--- config.mk ---
export PLATFORM = sky130hd
export DESIGN_NAME = inode_block_allocator_top_flat
export DESIGN_NICKNAME = d
export VERILOG_FILES = /design/src/ibal_pkg.sv /design/src/ibal_if.sv /design/src/ibal_datapath.sv /design/src/ibal_ctrl.sv /design/src/inode_block_allocator_top.sv /design/src/flat_wrapper.sv
export SDC_FILE = /design/constraint.sdc
export NUM_CORES = 2
export LEC_CHECK = 0
export BUFFER_PORTS_ARGS = -buffer_cell sky130_fd_sc_hd__buf_2
export CAP_MARGIN = 10
export CORE_AREA = 2 2 481 483
export DETAILED_ROUTE_END_ITERATION = 7
export DIE_AREA = 0 0 483 485
export GPL_TIMING_DRIVEN = 1
export PLACE_DENSITY = 0.5
export SKIP_CTS_REPAIR_TIMING = 1
export SYNTH_ARGS = -nofsm -noshare
export SYNTH_HDL_FRONTEND = slang
export SYNTH_SLANG_ARGS = --single-unit
--- constraint.sdc ---
create_clock -name clk_i -period 10.85 [get_ports clk_i]
set_input_delay 1.6275 -clock clk_i [delete_from_list [all_inputs] [get_ports clk_i]]
set_output_delay 1.6275 -clock clk_i [all_outputs]
set_load 0.005 [all_outputs]
--- src/ibal_pkg.sv ---
`timescale 1ns / 1ps

package ibal_pkg;

  localparam int NAME_W   = 56;
  localparam int SIZE_W   = 4;
  localparam int IDX_W    = 3;
  localparam int STATUS_W = 3;
  localparam int SLOT_W   = 4;
  localparam int DISK_W   = 7;

  typedef enum logic [1:0] {
    KIND_CREATE = 2'd0,
    KIND_DELETE = 2'd1,
    KIND_MAP    = 2'd2,
    KIND_NONE   = 2'd3
  } kind_e;

  typedef enum logic [STATUS_W-1:0] {
    ST_OK        = 3'd0,
    ST_TOO_LARGE = 3'd1,
    ST_EXISTS    = 3'd2,
    ST_NO_SPACE  = 3'd3,
    ST_NO_ENTRY  = 3'd4,
    ST_NOT_FOUND = 3'd5,
    ST_BAD_INDEX = 3'd6
  } status_e;

  typedef enum logic [3:0] {
    S_IDLE,
    S_CHECK,
    S_SCAN_RD,
    S_SCAN_CMP,
    S_CREATE,
    S_ALLOC,
    S_DEL_RD,
    S_DEL_FREE,
    S_DEL_COMMIT,
    S_MAP_CHK,
    S_MAP_RD,
    S_RESP
  } state_e;

  typedef struct packed {
    logic    accept;
    logic    scan_rd;
    logic    scan_cmp;
    logic    create;
    logic    alloc_step;
    logic    del_rd;
    logic    del_free;
    logic    del_commit;
    logic    map_rd;
    logic    load_rsp;
    status_e rsp_status;
  } cmd_t;

  typedef struct packed {
    kind_e kind;
    logic  too_large;
    logic  hit;
    logic  scan_last;
    logic  free_slot_any;
    logic  space_ok;
    logic  alloc_done;
    logic  del_done;
    logic  idx_ok;
    logic  rsp_free;
  } sts_t;

  // Keeps the name bytes up to the first zero byte and clears the rest.
  function automatic logic [NAME_W-1:0] clean_name(input logic [NAME_W-1:0] raw);
    logic [NAME_W-1:0] res;
    logic              stop;
    res  = '0;
    stop = 1'b0;
    for (int b = 0; b < NAME_W / 8; b++) begin
      if (raw[8*b +: 8] == 8'd0) begin
        stop = 1'b1;
      end
      if (!stop) begin
        res[8*b +: 8] = raw[8*b +: 8];
      end
    end
    return res;
  endfunction

endpackage

--- src/ibal_if.sv ---
`timescale 1ns / 1ps

interface ibal_req_if;
  logic                            valid;
  logic                            ready;
  logic [1:0]                      kind;
  logic [ibal_pkg::NAME_W-1:0]     req_name;
  logic [ibal_pkg::SIZE_W-1:0]     req_size;
  logic [ibal_pkg::IDX_W-1:0]      block_index;

  modport source (output valid, kind, req_name, req_size, block_index, input ready);
  modport sink (input valid, kind, req_name, req_size, block_index, output ready);
endinterface

interface ibal_rsp_if;
  logic                            valid;
  logic                            ready;
  logic [ibal_pkg::STATUS_W-1:0]   status;
  logic [ibal_pkg::SLOT_W-1:0]     entry_slot;
  logic [ibal_pkg::DISK_W-1:0]     disk_block;

  modport source (output valid, status, entry_slot, disk_block, input ready);
  modport sink (input valid, status, entry_slot, disk_block, output ready);
endinterface

--- src/ibal_datapath.sv ---
`timescale 1ns / 1ps

module ibal_datapath #(
  parameter int NUM_BLOCKS      = 128,
  parameter int NUM_ENTRIES     = 16,
  parameter int MAX_FILE_BLOCKS = 8
) (
  input  logic                            clk_i,
  input  logic                            rst_ni,
  input  logic [1:0]                      kind_i,
  input  logic [ibal_pkg::NAME_W-1:0]     req_name_i,
  input  logic [ibal_pkg::SIZE_W-1:0]     req_size_i,
  input  logic [ibal_pkg::IDX_W-1:0]      block_index_i,
  input  logic                            rsp_ready_i,
  output logic                            rsp_valid_o,
  output logic [ibal_pkg::STATUS_W-1:0]   status_o,
  output logic [ibal_pkg::SLOT_W-1:0]     entry_slot_o,
  output logic [ibal_pkg::DISK_W-1:0]     disk_block_o,
  input  ibal_pkg::cmd_t                  cmd_i,
  output ibal_pkg::sts_t                  sts_o
);

  localparam int EW = $clog2(NUM_ENTRIES);
  localparam int BW = $clog2(NUM_BLOCKS);
  localparam int KW = $clog2(MAX_FILE_BLOCKS + 1);
  localparam int LD = NUM_ENTRIES * MAX_FILE_BLOCKS;
  localparam int LW = (LD > 1) ? $clog2(LD) : 1;

  ibal_pkg::kind_e               kind_q;
  logic [ibal_pkg::NAME_W-1:0]   name_q;
  logic [ibal_pkg::SIZE_W-1:0]   size_q;
  logic [ibal_pkg::IDX_W-1:0]    idx_q;

  logic [EW-1:0]          cnt_q, ent_q, free_q;
  logic                   free_found_q;
  logic [KW-1:0]          len_q, taken_q;
  logic [BW-1:0]          blk_q, free_cnt_q;
  logic [NUM_BLOCKS-1:0]  in_use_q;
  logic [NUM_ENTRIES-1:0] valid_q;

  logic [ibal_pkg::NAME_W-1:0] name_mem [NUM_ENTRIES];
  logic [KW-1:0]               len_mem  [NUM_ENTRIES];
  logic [BW-1:0]               list_mem [LD];
  logic [ibal_pkg::NAME_W-1:0] name_rd_q;
  logic [KW-1:0]               len_rd_q;
  logic [BW-1:0]               list_rd_q;

  logic                          rsp_valid_q;
  logic [ibal_pkg::STATUS_W-1:0] status_q;
  logic [ibal_pkg::SLOT_W-1:0]   slot_q;
  logic [ibal_pkg::DISK_W-1:0]   disk_q;

  logic [LW-1:0] list_addr;
  logic          blk_free;
  logic          rsp_ok;

  assign list_addr = LW'(ent_q) * LW'(MAX_FILE_BLOCKS)
                   + (cmd_i.map_rd ? LW'(idx_q) : LW'(taken_q));
  assign blk_free  = !in_use_q[blk_q];
  assign rsp_ok    = (cmd_i.rsp_status == ibal_pkg::ST_OK);

  always_comb begin
    sts_o.kind          = kind_q;
    sts_o.too_large     = 32'(size_q) > MAX_FILE_BLOCKS;
    sts_o.hit           = valid_q[cnt_q] && (name_rd_q == name_q);
    sts_o.scan_last     = (cnt_q == EW'(NUM_ENTRIES - 1));
    sts_o.free_slot_any = free_found_q || !valid_q[cnt_q];
    sts_o.space_ok      = 32'(free_cnt_q) >= 32'(size_q);
    sts_o.alloc_done    = (taken_q == KW'(size_q));
    sts_o.del_done      = (taken_q == len_q);
    sts_o.idx_ok        = 32'(idx_q) < 32'(len_q);
    sts_o.rsp_free      = !rsp_valid_q || rsp_ready_i;
  end

  // Allocation state and the response flag are the only reset state.
  always_ff @(posedge clk_i or negedge rst_ni) begin
    if (!rst_ni) begin
      in_use_q    <= NUM_BLOCKS'(1);
      valid_q     <= '0;
      free_cnt_q  <= BW'(NUM_BLOCKS - 1);
      rsp_valid_q <= 1'b0;
    end else begin
      if (cmd_i.create) begin
        valid_q[free_q] <= 1'b1;
      end
      if (cmd_i.del_commit) begin
        valid_q[ent_q] <= 1'b0;
      end
      if (cmd_i.alloc_step && blk_free) begin
        in_use_q[blk_q] <= 1'b1;
        free_cnt_q      <= free_cnt_q - BW'(1);
      end
      if (cmd_i.del_free && (list_rd_q != '0)) begin
        in_use_q[list_rd_q] <= 1'b0;
        free_cnt_q          <= free_cnt_q + BW'(1);
      end
      if (cmd_i.load_rsp) begin
        rsp_valid_q <= 1'b1;
      end else if (rsp_ready_i) begin
        rsp_valid_q <= 1'b0;
      end
    end
  end

  always_ff @(posedge clk_i) begin
    if (cmd_i.accept) begin
      kind_q       <= ibal_pkg::kind_e'(kind_i);
      name_q       <= ibal_pkg::clean_name(req_name_i);
      size_q       <= req_size_i;
      idx_q        <= block_index_i;
      cnt_q        <= '0;
      free_found_q <= 1'b0;
    end
    if (cmd_i.scan_cmp) begin
      cnt_q <= cnt_q + EW'(1);
      if (!free_found_q && !valid_q[cnt_q]) begin
        free_q       <= cnt_q;
        free_found_q <= 1'b1;
      end
      if (sts_o.hit) begin
        ent_q   <= cnt_q;
        len_q   <= len_rd_q;
        taken_q <= '0;
      end
    end
    if (cmd_i.create) begin
      ent_q   <= free_q;
      blk_q   <= BW'(1);
      taken_q <= '0;
    end
    if (cmd_i.alloc_step) begin
      blk_q <= blk_q + BW'(1);
      if (blk_free) begin
        taken_q <= taken_q + KW'(1);
      end
    end
    if (cmd_i.del_free) begin
      taken_q <= taken_q + KW'(1);
    end
    if (cmd_i.load_rsp) begin
      status_q <= cmd_i.rsp_status;
      slot_q   <= rsp_ok ? ibal_pkg::SLOT_W'(ent_q) : '0;
      disk_q   <= (rsp_ok && kind_q == ibal_pkg::KIND_MAP)
                  ? ibal_pkg::DISK_W'(list_rd_q) : '0;
    end
  end

  always_ff @(posedge clk_i) begin
    if (cmd_i.create) begin
      name_mem[free_q] <= name_q;
      len_mem[free_q]  <= KW'(size_q);
    end
    if (cmd_i.scan_rd) begin
      name_rd_q <= name_mem[cnt_q];
      len_rd_q  <= len_mem[cnt_q];
    end
  end

  always_ff @(posedge clk_i) begin
    if (cmd_i.alloc_step && blk_free) begin
      list_mem[list_addr] <= blk_q;
    end
    if (cmd_i.del_rd || cmd_i.map_rd) begin
      list_rd_q <= list_mem[list_addr];
    end
  end

  assign rsp_valid_o  = rsp_valid_q;
  assign status_o     = status_q;
  assign entry_slot_o = slot_q;
  assign disk_block_o = disk_q;

endmodule

--- src/ibal_ctrl.sv ---
`timescale 1ns / 1ps

module ibal_ctrl (
  input  logic           clk_i,
  input  logic           rst_ni,
  input  logic           req_valid_i,
  output logic           req_ready_o,
  input  ibal_pkg::sts_t sts_i,
  output ibal_pkg::cmd_t cmd_o
);

  ibal_pkg::state_e  state_q, state_d;
  ibal_pkg::status_e status_q, status_d;

  always_ff @(posedge clk_i or negedge rst_ni) begin
    if (!rst_ni) begin
      state_q  <= ibal_pkg::S_IDLE;
      status_q <= ibal_pkg::ST_OK;
    end else begin
      state_q  <= state_d;
      status_q <= status_d;
    end
  end

  always_comb begin
    state_d           = state_q;
    status_d          = status_q;
    cmd_o             = '0;
    cmd_o.rsp_status  = status_q;
    req_ready_o       = 1'b0;
    unique case (state_q)
      ibal_pkg::S_IDLE: begin
        req_ready_o = 1'b1;
        if (req_valid_i) begin
          cmd_o.accept = 1'b1;
          state_d      = ibal_pkg::S_CHECK;
        end
      end
      ibal_pkg::S_CHECK: begin
        if (sts_i.kind == ibal_pkg::KIND_NONE) begin
          status_d = ibal_pkg::ST_NOT_FOUND;
          state_d  = ibal_pkg::S_RESP;
        end else if (sts_i.kind == ibal_pkg::KIND_CREATE && sts_i.too_large) begin
          status_d = ibal_pkg::ST_TOO_LARGE;
          state_d  = ibal_pkg::S_RESP;
        end else begin
          state_d = ibal_pkg::S_SCAN_RD;
        end
      end
      ibal_pkg::S_SCAN_RD: begin
        cmd_o.scan_rd = 1'b1;
        state_d       = ibal_pkg::S_SCAN_CMP;
      end
      ibal_pkg::S_SCAN_CMP: begin
        cmd_o.scan_cmp = 1'b1;
        if (sts_i.hit) begin
          unique case (sts_i.kind)
            ibal_pkg::KIND_CREATE: begin
              status_d = ibal_pkg::ST_EXISTS;
              state_d  = ibal_pkg::S_RESP;
            end
            ibal_pkg::KIND_DELETE: state_d = ibal_pkg::S_DEL_RD;
            default:               state_d = ibal_pkg::S_MAP_CHK;
          endcase
        end else if (!sts_i.scan_last) begin
          state_d = ibal_pkg::S_SCAN_RD;
        end else if (sts_i.kind != ibal_pkg::KIND_CREATE) begin
          status_d = ibal_pkg::ST_NOT_FOUND;
          state_d  = ibal_pkg::S_RESP;
        end else if (!sts_i.space_ok) begin
          status_d = ibal_pkg::ST_NO_SPACE;
          state_d  = ibal_pkg::S_RESP;
        end else if (!sts_i.free_slot_any) begin
          status_d = ibal_pkg::ST_NO_ENTRY;
          state_d  = ibal_pkg::S_RESP;
        end else begin
          state_d = ibal_pkg::S_CREATE;
        end
      end
      ibal_pkg::S_CREATE: begin
        cmd_o.create = 1'b1;
        state_d      = ibal_pkg::S_ALLOC;
      end
      ibal_pkg::S_ALLOC: begin
        if (sts_i.alloc_done) begin
          status_d = ibal_pkg::ST_OK;
          state_d  = ibal_pkg::S_RESP;
        end else begin
          cmd_o.alloc_step = 1'b1;
        end
      end
      ibal_pkg::S_DEL_RD: begin
        if (sts_i.del_done) begin
          state_d = ibal_pkg::S_DEL_COMMIT;
        end else begin
          cmd_o.del_rd = 1'b1;
          state_d      = ibal_pkg::S_DEL_FREE;
        end
      end
      ibal_pkg::S_DEL_FREE: begin
        cmd_o.del_free = 1'b1;
        state_d        = ibal_pkg::S_DEL_RD;
      end
      ibal_pkg::S_DEL_COMMIT: begin
        cmd_o.del_commit = 1'b1;
        status_d         = ibal_pkg::ST_OK;
        state_d          = ibal_pkg::S_RESP;
      end
      ibal_pkg::S_MAP_CHK: begin
        if (sts_i.idx_ok) begin
          state_d = ibal_pkg::S_MAP_RD;
        end else begin
          status_d = ibal_pkg::ST_BAD_INDEX;
          state_d  = ibal_pkg::S_RESP;
        end
      end
      ibal_pkg::S_MAP_RD: begin
        cmd_o.map_rd = 1'b1;
        status_d     = ibal_pkg::ST_OK;
        state_d      = ibal_pkg::S_RESP;
      end
      ibal_pkg::S_RESP: begin
        if (sts_i.rsp_free) begin
          cmd_o.load_rsp = 1'b1;
          state_d        = ibal_pkg::S_IDLE;
        end
      end
      default: state_d = ibal_pkg::S_IDLE;
    endcase
  end

endmodule

--- src/inode_block_allocator_top.sv ---
`timescale 1ns / 1ps
// From acceptance to response valid: an unknown kind or an oversized create is answered without a scan,
// a lookup error, a bad index or a map after the entry scan, a delete after the scan and a walk of the
// file's block list, and a create after the scan and a walk of the bitmap for free blocks.
// One transaction at a time: the next is accepted at the earliest in the cycle after the response
// is loaded, and a stalled sink holds back the loading of each response.
// Reset clears the bitmap (block 0 stays reserved), all entry valid bits and the response flag.

module inode_block_allocator_top #(
  parameter int NUM_BLOCKS      = 128,
  parameter int NUM_ENTRIES     = 16,
  parameter int MAX_FILE_BLOCKS = 8
) (
  input  logic clk_i,
  input  logic rst_ni,
  ibal_req_if.sink   req_i,
  ibal_rsp_if.source rsp_o
);

  // The controller sequences each transaction; the datapath holds the
  // entry table, the block lists, the free-block bitmap and the result register.
  ibal_pkg::cmd_t cmd;
  ibal_pkg::sts_t sts;

  ibal_ctrl u_ctrl (
    .clk_i       (clk_i),
    .rst_ni      (rst_ni),
    .req_valid_i (req_i.valid),
    .req_ready_o (req_i.ready),
    .sts_i       (sts),
    .cmd_o       (cmd)
  );

  // The result register lets a new request be taken while the previous
  // response still waits for the sink.
  ibal_datapath #(
    .NUM_BLOCKS      (NUM_BLOCKS),
    .NUM_ENTRIES     (NUM_ENTRIES),
    .MAX_FILE_BLOCKS (MAX_FILE_BLOCKS)
  ) u_datapath (
    .clk_i         (clk_i),
    .rst_ni        (rst_ni),
    .kind_i        (req_i.kind),
    .req_name_i    (req_i.req_name),
    .req_size_i    (req_i.req_size),
    .block_index_i (req_i.block_index),
    .rsp_ready_i   (rsp_o.ready),
    .rsp_valid_o   (rsp_o.valid),
    .status_o      (rsp_o.status),
    .entry_slot_o  (rsp_o.entry_slot),
    .disk_block_o  (rsp_o.disk_block),
    .cmd_i         (cmd),
    .sts_o         (sts)
  );

endmodule

--- src/flat_wrapper.sv ---
// flat-port wrapper written by rule: the top's interface ports become plain ports
module inode_block_allocator_top_flat 
#(
  parameter int NUM_BLOCKS      = 128,
  parameter int NUM_ENTRIES     = 16,
  parameter int MAX_FILE_BLOCKS = 8
)
  (clk_i, rst_ni, req_i_valid, req_i_kind, req_i_req_name, req_i_req_size, req_i_block_index, req_i_ready, rsp_o_valid, rsp_o_status, rsp_o_entry_slot, rsp_o_disk_block, rsp_o_ready);
  ibal_req_if req_i_i ();
  ibal_rsp_if rsp_o_i ();
  input  logic clk_i;
  input  logic rst_ni;
  input wire logic [$bits(req_i_i.valid)-1:0] req_i_valid;
  input wire logic [$bits(req_i_i.kind)-1:0] req_i_kind;
  input wire logic [$bits(req_i_i.req_name)-1:0] req_i_req_name;
  input wire logic [$bits(req_i_i.req_size)-1:0] req_i_req_size;
  input wire logic [$bits(req_i_i.block_index)-1:0] req_i_block_index;
  output wire logic [$bits(req_i_i.ready)-1:0] req_i_ready;
  output wire logic [$bits(rsp_o_i.valid)-1:0] rsp_o_valid;
  output wire logic [$bits(rsp_o_i.status)-1:0] rsp_o_status;
  output wire logic [$bits(rsp_o_i.entry_slot)-1:0] rsp_o_entry_slot;
  output wire logic [$bits(rsp_o_i.disk_block)-1:0] rsp_o_disk_block;
  input wire logic [$bits(rsp_o_i.ready)-1:0] rsp_o_ready;
  assign req_i_i.valid = req_i_valid;
  assign req_i_i.kind = req_i_kind;
  assign req_i_i.req_name = req_i_req_name;
  assign req_i_i.req_size = req_i_req_size;
  assign req_i_i.block_index = req_i_block_index;
  assign req_i_ready = req_i_i.ready;
  assign rsp_o_valid = rsp_o_i.valid;
  assign rsp_o_status = rsp_o_i.status;
  assign rsp_o_entry_slot = rsp_o_i.entry_slot;
  assign rsp_o_disk_block = rsp_o_i.disk_block;
  assign rsp_o_i.ready = rsp_o_ready;
  inode_block_allocator_top #(.NUM_BLOCKS(NUM_BLOCKS), .NUM_ENTRIES(NUM_ENTRIES), .MAX_FILE_BLOCKS(MAX_FILE_BLOCKS)) u_core (.clk_i(clk_i), .rst_ni(rst_ni), .req_i(req_i_i), .rsp_o(rsp_o_i));
endmodule
==> impl_results.md <==
- Clk slew on worst S/H paths: 0.06 ns
- Initial DRC count: 5,643
- Rows: 176
- Routability congestion estimate: 0.8370
- Setup TNS: 0 ns
- Largest net degree at the start of global routing: 174
- Clock power frac: 0.446
- Flip-flop and latch area: 64,900 um2
- Gr ovfl total: 0
- Mapped Cells: 4,513
- Syn_nets: 4,599
- Die Y: 485 um
- Area of the multi-input gates: 18,330 um2
- Port buffer count: 84
- Sw frac: 0.1979
- Wire per inst: 30.19 um
- Clock Path Buffers: 3
- Delay of the slowest critical-path stage: 0.89 ns
- Post-synth EDFFs: 2,025
- First-pass GRT wire length: 341,800 um
- RSZ-0062 raised after global routing: no
- Int Power: 13.22 mW
- Drt drc: 0
- Cell area power density: 173.0 nW/um2
- H-tree levels: 4
- Post-DRT Antenna Nets: 0
- Maximum VDD drop: 0.0001681 V
- Path type of the worst setup path: register to register
- Final Setup Violations: 0
- Share of cells above drive strength 1: 0.1884
- Clock Root Buffer: clkbuf_16
- Clock skew: 0.03361 ns
- Combinational Power Share: 0.003
- Initial Util: 0.3682
- Endpoints failing hold: 0
- Startpoint types: register
- Total number of vias: 45.43k
- Cell chain of the critical path: buf_4 -> buf_4 -> mux2i_1 -> a211oi_1 -> a211oi_1 -> a2111oi_0 -> a311oi_1 -> and3_4 -> nand2_2 -> nor2_1
- Die width: 483 um
- Critical Path End Type: register
- Synthesized cell area: 84,320 um2
- Max Clk Rate: 0.1776 GHz
- Seq pwr share: 0.551
- Fillcell total: 20.20k
- DPL Wire Length: 129,700 um
- Arrival time worst endpoint: 6.12 ns
- Final net count: 4,720
- TritonCTS clock tree: yes
- CP top delay family: simple AND/OR/NAND/NOR gates
- Slew Limit Fails: 0
- Worst slew pin tran: 1.184 ns
- Max-Cap Viols: 0
- Sw Pwr: 3.263 mW
- Distinct cells, synth: 83
- Min-Delay Path Class: register to register
- Crit path max fanout: 65
- Yosys reg bits: 2,189
- Crit path buffers/inverters: 2
- Die area: 234,300 um2
- Sequential-to-total area share from yosys stat: 0.7697
- Vias in the first global route: 45.66k
- Slew HR: 0.2099
- Final period util: 0.5190
- Slowest stage cell, crit path: buf_4
- Top FF cell, synth: edfxtp_1
- Crit path required time: 11.34 ns
- Clk sinks: 2,189
- Top Ports: 85
- Total track usage: 0.1992
- Synth async-reset ratio: 0.07264
- Total power after layout: 16.49 mW
- CORE AREA: 229,000 um2
- Clk_lat worst skew: 0.87 ns
- Via density: 5.793
- Synthesis-to-finish area growth: 13.01%
- Fin crit period: 5.631 ns
- Lkg Pwr: 28.12 nW
- Initial antenna violation count: 7
- Synthesis Warnings: 0
- TritonCTS buffer count: 219
- DRT Pass-1 Iters: 8
- Status: finished clean
- Mapped Avg Cell Area: 18.68 um2
- Routed wire length: 236,800 um
## cell usage after synthesis (62+ instances only)
library cell,number,area (um2)
a21oi_1,221,1106
clkbuf_1,154,578.1
nand2_1,95,356.6
a222oi_1,62,620.6
nor2_1,218,818.3
a221oi_1,63,551.8
buf_2,71,355.3
nand3_1,79,395.4
a22oi_1,225,1689
dfrtp_1,151,3779
mux4_2,311,7004
edfxtp_1,2025,60810
xor2_1,64,560.5
a31oi_1,166,1039
## layout by cell type (no fill, tap or decap), drive strengths merged, types with 64 or more instances in the layout
cell and instances:
edfxtp 2025, mux4 311, clkbuf 252, a22oi 225, a21oi 221, nor2 218, buf 182, a31oi 166
dfrtp 151, clkinv 119, nand2 102, nand3 79, xor2 64, a221oi 64
## layout make-up
type | count | area share
Multi-Input combinational cell | 2014 | 0.1923
Antenna cell | 1 | 0.00002626
Clock buffer | 252 | 0.05926
Clock inverter | 150 | 0.01322
Inverter | 28 | 0.001129
Sequential cell | 2189 | 0.6811
Tap cell | 3026 | 0.03973
Timing Repair Buffer | 182 | 0.01325
## through the flow
step | setup slack, ns | util | area [um2] | std cells | hold slack (ns)
finish | 5.219 | 0.4161 | 95290 | 7842 | 0.4194
global route | 5.022 | 0.4161 | 95290 | 7842 | 0.4252
detailed placement | 5.369 | 0.3859 | 88380 | 7439 | 0.4118
global placement | 5.384 | 0.3858 | 88370 | 7438 | 0.4111
CTS | 5.363 | 0.4161 | 95290 | 7841 | 0.4222
floorplan | 4.724 | - | 84320 | 4513 | 0.4003
## kinds of logic (layout without fill, tap and decap cells)
logic type,after synthesis,count (layout),share of synthesized area
compound gates,922,922,0.07661
xor+xnor,78,78,0.008102
fa+ha+maj,17,17,0.002612
buf+inv,310,612,0.01585
flops,2189,2189,0.7697
mux,361,361,0.08960
other cells,0,1,0
simple gates,636,636,0.03757
## layer usage
layer  part of all wire  vias to the layer above  global-route usage
li1                   -                    18910                   -
met1               0.45                    24340              0.2932
met2               0.46                     1841              0.3099
met3              0.065                      342             0.03108
met4              0.021                        0             0.05018
met5                  0                        -                   0
## power groups by stage
stage / clock network, mW / logic, mW / registers [mW]
2_1_floorplan: 0 / 0.00827 / 9.26
3_3_place_gp: 0 / 0.0491 / 9.26
5_1_grt: 7.81 / 0.0518 / 9.08
4_1_cts: 7.50 / 0.0495 / 9.09
3_5_place_dp: 0 / 0.0490 / 9.26
6_report: 7.35 / 0.0466 / 9.09
## state kept, by name, summed over array words and instances, names as in the netlist, 16 cells and up
register	cells
u_core.u_datapath.list_mem	896
u_core.u_datapath.name_mem	896
u_core.u_datapath.in_use_q	128
u_core.u_datapath.len_mem	64
u_core.u_datapath.name_q	56
u_core.u_datapath.name_rd_q	56
u_core.u_datapath.valid_q	16
## worst paths after layout
kind | startpoint | end | slack, ns | cells after the start
setup / recovery | u_core.u_datapath.blk_q[1]$_SDFFCE_PN0P_ | u_core.u_datapath.list_mem[69][4]$_DFFE_PP_ | 5.22 | 10
hold / removal | u_core.u_datapath.len_rd_q[2]$_DFFE_PP_ | u_core.u_datapath.len_q[2]$_DFFE_PP_ | 0.42 | 0
setup reg to reg | u_core.u_datapath.blk_q[1]$_SDFFCE_PN0P_ | u_core.u_datapath.list_mem[69][4]$_DFFE_PP_ | 5.22 | 10
hold reg to reg | u_core.u_datapath.len_rd_q[2]$_DFFE_PP_ | u_core.u_datapath.len_q[2]$_DFFE_PP_ | 0.42 | 0
max in group asynchronous | rst_ni | u_core.u_ctrl.state_q[0]$_DFFE_PN0P_ | 8.53 | 2
min in group asynchronous | rst_ni | u_core.u_datapath.in_use_q[20]$_DFF_PN0_ | 0.81 | 1
Note: power is estimated with default switching activity, not from simulation.
